==> config.mk <==
export PLATFORM = sky130hd
export DESIGN_NAME = quadrature_decoder_glitch_gate_core
export DESIGN_NICKNAME = d
export VERILOG_FILES = /design/src/sv/qdgg_pkg.sv /design/src/sv/qdgg_step.sv /design/src/sv/quadrature_decoder_glitch_gate_core.sv
export SDC_FILE = /design/constraint.sdc
export NUM_CORES = 1
export LEC_CHECK = 0
export BUFFER_PORTS_ARGS = -buffer_cell sky130_fd_sc_hd__buf_2
export CORE_MARGIN = 2
export CORE_UTILIZATION = 51
export DETAILED_ROUTE_END_ITERATION = 6
export PLACE_DENSITY = 0.76
export SLEW_MARGIN = 40
export SYNTH_ARGS = -nofsm -noshare
export SYNTH_HDL_FRONTEND = slang
export SYNTH_SLANG_ARGS = --single-unit
==> constraint.sdc <==
create_clock -name clk_i -period 6.1 [get_ports clk_i]
set_input_delay 1.83 -clock clk_i [delete_from_list [all_inputs] [get_ports clk_i]]
set_output_delay 1.83 -clock clk_i [all_outputs]
set_load 0.02 [all_outputs]
==> src/sv/qdgg_pkg.sv <==
`timescale 1ns / 1ps
// ----------------------------------------------------------------------------
// Quadrature decoder package
// Item types, register indexes, event codes and the Gray-code step table
// shared by the decoder core, its step logic and its checker.
// ----------------------------------------------------------------------------
package qdgg_pkg;

  localparam int unsigned CfgIndexW = 2;
  localparam int unsigned CfgDataW  = 16;

  typedef logic [CfgIndexW-1:0] cfg_index_t;
  typedef logic [CfgDataW-1:0]  cfg_data_t;

  localparam cfg_index_t CFG_A_POS        = 2'd0;
  localparam cfg_index_t CFG_B_POS        = 2'd1;
  localparam cfg_index_t CFG_MIN_INTERVAL = 2'd2;

  localparam logic [1:0] ACT_SAMPLE = 2'd0;
  localparam logic [1:0] ACT_TICK   = 2'd1;
  localparam logic [1:0] ACT_RESYNC = 2'd2;

  typedef enum logic [2:0] {
    EV_NONE   = 3'd0,
    EV_STEP   = 3'd1,
    EV_BAD    = 3'd2,
    EV_GLITCH = 3'd3,
    EV_RESYNC = 3'd4
  } event_e;

  localparam logic [15:0] TICKS_MAX = 16'hFFFF;

  // Indexed by {previous state, new state}; each state is {A, B}.
  localparam logic signed [1:0] GRAY_STEP [16] = '{
     2'sd0, -2'sd1,  2'sd1,  2'sd0,
     2'sd1,  2'sd0,  2'sd0, -2'sd1,
    -2'sd1,  2'sd0,  2'sd0,  2'sd1,
     2'sd0,  2'sd1, -2'sd1,  2'sd0
  };

  typedef struct packed {
    logic [1:0] action;
    logic [7:0] port_byte;
  } in_item_t;

  typedef struct packed {
    logic signed [31:0] count;
    logic [15:0]        bad_transitions;
    logic [15:0]        rejected_edges;
    logic [2:0]         event_res;
  } out_item_t;

  typedef struct packed {
    logic [2:0]  a_pos;
    logic [2:0]  b_pos;
    logic [15:0] min_interval;
  } cfg_t;

  typedef struct packed {
    logic              take_ab;
    logic [1:0]        next_ab;
    logic signed [1:0] delta;
    logic              err_inc;
    logic              glitch_inc;
    logic              clear_all;
    logic              tick_inc;
    logic              tick_clear;
    event_e            ev;
  } step_t;

endpackage

==> src/sv/qdgg_step.sv <==
`timescale 1ns / 1ps
// ----------------------------------------------------------------------------
// Quadrature decoder step logic
// Decides, for one item, how the position, tallies, tick timer and
// accepted A/B state change, and which event the result reports.
// ----------------------------------------------------------------------------
module qdgg_step (
  input  qdgg_pkg::in_item_t item_i,
  input  qdgg_pkg::cfg_t     cfg_i,
  input  logic [1:0]         accepted_ab_i,
  input  logic [15:0]        ticks_i,
  output qdgg_pkg::step_t    step_o
);
  import qdgg_pkg::*;

  logic [1:0]        now_ab;
  logic              gate_on;
  logic              too_soon;
  logic signed [1:0] gray;

  assign now_ab   = {item_i.port_byte[cfg_i.a_pos], item_i.port_byte[cfg_i.b_pos]};
  assign gate_on  = (cfg_i.min_interval != 16'd0);
  assign too_soon = gate_on && (ticks_i < cfg_i.min_interval);
  assign gray     = GRAY_STEP[{accepted_ab_i, now_ab}];

  always_comb begin
    step_o = '0;
    step_o.next_ab = now_ab;
    step_o.ev      = EV_NONE;
    unique case (item_i.action)
      ACT_SAMPLE: begin
        if (now_ab != accepted_ab_i) begin
          if (too_soon) begin
            step_o.glitch_inc = 1'b1;
            step_o.ev         = EV_GLITCH;
          end else begin
            step_o.take_ab    = 1'b1;
            step_o.tick_clear = gate_on;
            step_o.delta      = gray;
            if (gray == 2'sd0) begin
              step_o.err_inc = 1'b1;
              step_o.ev      = EV_BAD;
            end else begin
              step_o.ev = EV_STEP;
            end
          end
        end
      end
      ACT_TICK: begin
        step_o.tick_inc = (ticks_i != TICKS_MAX);
      end
      ACT_RESYNC: begin
        step_o.clear_all = 1'b1;
        step_o.take_ab   = 1'b1;
        step_o.ev        = EV_RESYNC;
      end
      default: begin
        step_o.ev = EV_NONE;
      end
    endcase
  end

endmodule

==> src/sv/quadrature_decoder_glitch_gate_core.sv <==
`timescale 1ns / 1ps
// ----------------------------------------------------------------------------
// Quadrature decoder core with glitch gate
// x4 quadrature decoder fed by port samples, time ticks and resync items,
// returning one counter snapshot per item.
//
//   Channel   Direction   Handshake                  Payload
//   in        input       in_valid_i / in_ready_o    in_item_i  (in_item_t)
//   out       output      out_valid_o / out_ready_i  out_item_o (out_item_t)
//   cfg       input       cfg_valid_i / cfg_ready_o  cfg_index_i, cfg_data_i
//
// One item per cycle is sustained while results are taken; the rate is set
// by the combinational table lookup and position add between the input and
// result registers, through which each item and then its result pass.
// Reset clears the counters and A/B state, resets the configuration and
// empties both registers; no clearing pass. A stalled result holds the
// result register; the input register still takes one more item behind it.
// ----------------------------------------------------------------------------
module quadrature_decoder_glitch_gate_core #(
  parameter int unsigned POSITION_BITS = 32
) (
  input  logic                 clk_i,
  input  logic                 rst_ni,
  input  logic                 in_valid_i,
  output logic                 in_ready_o,
  input  qdgg_pkg::in_item_t   in_item_i,
  output logic                 out_valid_o,
  input  logic                 out_ready_i,
  output qdgg_pkg::out_item_t  out_item_o,
  input  logic                 cfg_valid_i,
  output logic                 cfg_ready_o,
  input  qdgg_pkg::cfg_index_t cfg_index_i,
  input  qdgg_pkg::cfg_data_t  cfg_data_i
);
  import qdgg_pkg::*;

  in_item_t                  in_q;
  logic                      in_valid_q;
  out_item_t                 out_q, out_d;
  logic                      out_valid_q;
  cfg_t                      cfg_q;
  logic [1:0]                ab_q, ab_d;
  logic [POSITION_BITS-1:0]  pos_q, pos_d;
  logic [15:0]               err_q, err_d;
  logic [15:0]               glitch_q, glitch_d;
  logic [15:0]               ticks_q, ticks_d;
  logic                      advance;
  step_t                     step;
  logic signed [31:0]        count_ext;

  assign advance     = in_valid_q && (!out_valid_q || out_ready_i);
  assign in_ready_o  = !in_valid_q || advance;
  assign cfg_ready_o = 1'b1;
  assign out_valid_o = out_valid_q;
  assign out_item_o  = out_q;

  qdgg_step u_step (
    .item_i        (in_q),
    .cfg_i         (cfg_q),
    .accepted_ab_i (ab_q),
    .ticks_i       (ticks_q),
    .step_o        (step)
  );

  always_comb begin
    ab_d     = step.take_ab ? step.next_ab : ab_q;
    pos_d    = pos_q + {{(POSITION_BITS-2){step.delta[1]}}, step.delta};
    err_d    = err_q + {15'd0, step.err_inc};
    glitch_d = glitch_q + {15'd0, step.glitch_inc};
    ticks_d  = ticks_q;
    if (step.tick_inc) begin
      ticks_d = ticks_q + 16'd1;
    end
    if (step.tick_clear) begin
      ticks_d = '0;
    end
    if (step.clear_all) begin
      pos_d    = '0;
      err_d    = '0;
      glitch_d = '0;
      ticks_d  = '0;
    end
  end

  if (POSITION_BITS >= 32) begin : g_count_trunc
    assign count_ext = pos_d[31:0];
  end else begin : g_count_sext
    assign count_ext = {{(32-POSITION_BITS){pos_d[POSITION_BITS-1]}}, pos_d};
  end

  always_comb begin
    out_d.count           = count_ext;
    out_d.bad_transitions = err_d;
    out_d.rejected_edges  = glitch_d;
    out_d.event_res       = step.ev;
  end

  always_ff @(posedge clk_i or negedge rst_ni) begin
    if (!rst_ni) begin
      in_valid_q  <= 1'b0;
      out_valid_q <= 1'b0;
      ab_q        <= '0;
      pos_q       <= '0;
      err_q       <= '0;
      glitch_q    <= '0;
      ticks_q     <= '0;
      cfg_q.a_pos        <= 3'd0;
      cfg_q.b_pos        <= 3'd1;
      cfg_q.min_interval <= 16'd0;
    end else begin
      if (in_ready_o) begin
        in_valid_q <= in_valid_i;
      end
      if (advance) begin
        out_valid_q <= 1'b1;
        ab_q        <= ab_d;
        pos_q       <= pos_d;
        err_q       <= err_d;
        glitch_q    <= glitch_d;
        ticks_q     <= ticks_d;
      end else if (out_ready_i) begin
        out_valid_q <= 1'b0;
      end
      if (cfg_valid_i) begin
        unique case (cfg_index_i)
          CFG_A_POS:        cfg_q.a_pos        <= cfg_data_i[2:0];
          CFG_B_POS:        cfg_q.b_pos        <= cfg_data_i[2:0];
          CFG_MIN_INTERVAL: cfg_q.min_interval <= cfg_data_i;
          default:          cfg_q              <= cfg_q;
        endcase
      end
    end
  end

  always_ff @(posedge clk_i) begin
    if (in_valid_i && in_ready_o) begin
      in_q <= in_item_i;
    end
    if (advance) begin
      out_q <= out_d;
    end
  end

endmodule

* Yosys cells after proc, flatten, opt, wreduce, memory -nomap -nowiden
Memory sizes are Yosys's and may differ from the RTL's.
Index checks and enable logic that the tools add are counted.
W data, S select, Z words.
** Operators by class
- Add/subtract/negate cells :: 4
- Order comparisons :: 4
- Eq/ne operators :: 6
- Multiplexer cells :: 30
- Bitwise logic cells :: 1
- Reductions and logical operators :: 18
** Operators by type and width (count)
- $mux W16 :: 5
- $add A16 B1 Y16 :: 2
- $add A32 B32 Y32 :: 1
- $mux W32 :: 1
- $add A16 B1 Y16 const B :: 1
- $lt A16 B16 Y1 :: 1
- $ne A16 B16 Y1 const B :: 1
- $reduce_bool A16 Y1 :: 1
- $mux W1 :: 12
- $mux W4 :: 3
- $reduce_and A2 Y1 :: 5
- $lt A3 B4 Y1 const B :: 2
- $bmux W1 S3 :: 2
- $logic_not A2 Y1 :: 3
- $mux W2 :: 3
- $mux W3 :: 2
- $pmux W3 S2 :: 1
- $ge A5 B5 Y1 const B :: 1
- $not A4 Y5 :: 1
- $eq A2 B1 Y1 const B :: 2
- $eq A2 B2 Y1 const B :: 2
- $logic_and A1 B1 Y1 :: 3
- $reduce_bool A3 Y1 :: 1
- $logic_not A1 Y1 :: 2
- 4 further kinds :: 5
** Storage, ports and cells
- Bits in registers :: 183
- ROM bits :: 32
- Bits of input ports :: 33
- Output and inout bits :: 70
- Word-level logic and storage cells :: 80
- Memories :: 1
** Memories
- (no name shown) :: words 16, bits a word 2, read ports 1, clocked after Yosys merged registers in 0, wr ports 0, line qdgg_step.sv:24 : assign gray = GRAY_STEP[{accepted_ab_i, now_ab}];

* Logic depth before layout (Yosys ltp)
- Depth in word-level cells :: 13
- Depth in mapped cells :: 18
- Gate-level depth less buffers :: 18

* Modules after synthesis
A second synthesis with hierarchy kept.
** Unflattened totals
- Cells, all modules :: 928
- Area, all modules :: 9736.8 µm²
** Modules (own cells, without submodules)
- quadrature_decoder_glitch_gate_core :: instances 1, cells an instance 830, area each 8937.3 µm²
- qdgg_step :: instances 1, cells an instance 98, area each 799.5 µm²

* Least setup slack after synthesis
Ideal clock, no wire load.
- Path type :: input to register
- Start :: input out_ready_i
- End :: register out_q (netlist bit out_item_o[0]) (enable)
- Library setup time :: 0.457 ns
- Data arrival time :: 4.418 ns
- Data required time :: 5.643 ns
- Setup slack :: 1.225 ns
- Stages :: 5
- Cell sequence :: nand2b_1 nand2_1 clkinv_1 clkbuf_1 buf_1
** Between the ends
- Word-level cells in the longest chain between the ends :: 2
** Ends and longest elaborated chain
- from (decl) :: line quadrature_decoder_glitch_gate_core.sv:28 : input logic out_ready_i,
- $logic_or A1 B1 Y1 :: line quadrature_decoder_glitch_gate_core.sv:51 : assign advance = in_valid_q && (!out_valid_q || out_ready_i);
- $logic_and A1 B1 Y1 :: line quadrature_decoder_glitch_gate_core.sv:51
- net advance :: line quadrature_decoder_glitch_gate_core.sv:47 : logic advance;
- to (signal assigned) :: line quadrature_decoder_glitch_gate_core.sv:140 : out_q <= out_d;
- to (decl) :: line quadrature_decoder_glitch_gate_core.sv:39 : out_item_t out_q, out_d;
The timed path passes the listed nets, and every way through them passes these cells.
A chain may end at the register's enable or synchronous reset.

==> impl_results.md <==
* GPL Wtd Cong at 0.991
* DR iter-0 viols at 515
* Inserted Diodes at 0
* Number of max-cap violations at 0
* Final period utilization at 86.0%
* Post-layout min period at 5240 ps
* Async SR Flop Fraction at 57.9%
* Synth Flop Type: dfrtp_1
* Worst EP arrival at 5560 ps
* Status: finished, final reports clean
* Leak Pwr at 5.20 nW
* Clock latency at the later pin of the worst-skew pair at 430 ps
* Flops & latches, synth at 183
* Netlist Area Pre-Place at 9820 um^2
* Dpl ws at 945 ps
* Die area at 20,400 um^2
* Synth Warn # at 0
* P&R area growth vs syn at 13.8%
* TritonCTS Sinks at 183
* Worst Setup Path Type: reg -> reg
* Synthesized Nets at 1,022
* Vias in the first global route at 6,903
* Routed vias at 7,248
* Seq. cell area at 4970 um^2
* Detailed Place HPWL at 13,900 um
* Core ar. at 18,800 um^2
* Clock power frac at 38.3%
* Worst setup EP type: flop
* First-pass GRT wire length at 33,300 um
* I/O Buffers at 101
* GRT overflow at 0
* Setup crit start kind: flop
* Detail Route Antenna Nets at 0
* Antenna violations before repair at 0
* Vias/cell at 5.61
* Final layout net count at 1,109
* Post-CTS resize count at 0
* Sequential power share at 48.8%
* Setup TNS at 0 ps
* CTS Hold Buffers Added at 0
* Largest net degree at the start of global routing at 72
* FILL cells at 1,574
* Comb power frac at 12.9%
* TritonCTS Buffers at 17
* Area of the multi-input gates at 4620 um^2
* Power Internal at 2.18 mW
* Die Wd at 143 um
* WL final at 20,200 um
* Initial Util at 52.2%
* Final setup margin at 856 ps
* Cells after Synth at 933
* Clock Path Buffers at 2
* Drt wl/cell at 15.6 um
* Synth unique cells at 67
* Final Skew at 9.80 ps
* # DRC at 0
* Layout cells sized above 1 at 19.7%
* Slew Limit Fails at 0
* Final hold vios at 0
* Total track usage at 20.6%
* CP max FO at 32
* Setup violations, final at 0
* Seq/Total Area, Yosys at 50.6%
* CTS tree: yes
* Max Freq at 191 MHz
* Psw at 0.754 mW
* Actual slew at the worst max-slew pin at 772 ps
* Drt first pass iters at 7
* Dpl cells at 1,261
* Worst-path clk slew at 60 ps
* Clock root buffer: clkbuf_16
* Post-CTS Setup Bufs at 0
* Rows at 50
* Ports at 103
* Worst hold path class: reg -> reg
* Maximum VDD drop at 0.222 mV
* PD cells at 263 nW/um^2
* Power Total at 2.94 mW
* Normalized max-slew margin at 48.5%
* Sw Share at 25.7%
* Synth Area per Inst at 10.5 um^2
* Post-synth EDFFs at 77
* H-tree depth at 4
* Non-Filler Instances at 1,293
* Worst EP required at 6420 ps
* Chip height at 143 um
* RSZ-0062 raised after global routing: false
==> placed cells by master (no fill, tap or decap), types with 6 or more instances in the layout <==
master	synthesis	layout
clkbuf_16	0	19
nor2_1	78	78
edfxtp_1	77	77
o21ai_0	23	23
a21o_1	23	23
dfrtp_1	105	105
nor3_1	12	12
nand2b_1	9	8
xnor2_1	26	26
inv_1	24	24
o21ai_1	35	35
buf_2	0	100
nand4_1	10	10
a31oi_1	8	8
a21oi_1	48	47
o31ai_2	6	6
and2_1	15	15
a211oi_1	6	6
nand3_1	36	36
and3_1	14	14
mux2_2	42	42
ha_1	55	55
o31ai_1	12	12
o21a_1	6	6
nand2_1	125	124
xor2_1	27	27
==> critical path, cell delays in order (launching register included) <==
cell	delay, ps
dfrtp_1	400
mux4_1	590
mux2i_2	310
inv_1	110
ha_1	190
mux4_2	470
nand3_1	140
inv_2	280
ha_1	470
a21o_1	160
nand4_1	140
a211o_1	370
a2111oi_2	560
o211ai_1	270
a31oi_1	270
mux2i_1	120
mux2_2	270
==> Yosys cell counts (23+ instances only) <==
| cell type | number | area, um^2 |
|---|---|---|
| ha_1 | 55 | 688 |
| nor2_1 | 78 | 293 |
| xor2_1 | 27 | 236 |
| a21oi_1 | 48 | 240 |
| inv_1 | 24 | 90.1 |
| dfrtp_1 | 105 | 2630 |
| edfxtp_1 | 77 | 2310 |
| mux2_2 | 42 | 473 |
| xnor2_1 | 26 | 228 |
| nand2_1 | 125 | 469 |
| o21ai_0 | 23 | 115 |
| o21ai_1 | 35 | 175 |
| a21o_1 | 23 | 173 |
| clkbuf_1 | 30 | 113 |
| nand3_1 | 36 | 180 |
==> flip-flops by register name, summed over array words and instances (netlist names) <==
name	count
in_q	10
ticks_q	16
out_item_o	67
err_q	16
ab_q	2
in_valid_q	1
out_valid_o	1
cfg_q	22
glitch_q	16
pos_q	32
==> metal layers <==
layer	global-route usage (%)	vias up	wire, um
li1	-	3536	-
met1	28.1	3471	9420
met2	32.9	214	9430
met3	4.43	27	1030
met4	6.98	0	352
met5	0	-	0
==> stage by stage <==
stage | hold slack (ps) | util (%) | cell area (um^2)
floorplan | 450 | - | 9820
global placement | 466 | 56.0 | 10500
detailed placement | 474 | 56.0 | 10500
CTS | 490 | 59.3 | 11200
global route | 517 | 59.3 | 11200
finish | 487 | 59.3 | 11200
==> cell type report <==
type	count	area share (%)
sequential	183	44.4
multi-input combinational	685	41.3
timing repair buffer	105	4.85
clock buffer	25	4.81
tap	260	2.91
inverter	28	0.963
clock inverter	7	0.717
==> path summary, 6_finish.rpt <==
check | to | startpoint | depth (start not counted) | slack, ps
max in group asynchronous | pos_q[9] | rst_ni | 2 | 3720
min reg2reg | pos_q[12] | pos_q[12] | 2 | 490
max | pos_q[26] | cfg_q[20] | 16 | 860
max reg2reg | pos_q[26] | cfg_q[20] | 16 | 860
min | pos_q[12] | pos_q[12] | 2 | 490
min in group asynchronous | pos_q[18] | rst_ni | 1 | 1410
==> power groups by stage <==
stage / sequential [mW] / combinational [mW] / clock (mW)
floorplan: 1.49 / 0.230 / 0
global placement: 1.45 / 0.369 / 0
detailed placement: 1.46 / 0.382 / 0
CTS: 1.43 / 0.385 / 1.15
global route: 1.44 / 0.424 / 1.20
finish: 1.43 / 0.378 / 1.13
==> cell families after synthesis <==
group,after synthesis,share of synthesized area [%]
xor+xnor,53,4.73
compound gates,197,13.0
buf+inv,65,2.60
simple gates,326,15.3
fa+ha+maj,56,7.21
mux,52,6.59
flops,183,50.6
other cells,1,0.0382
No activity file was read; power rests on OpenSTA's default activity.
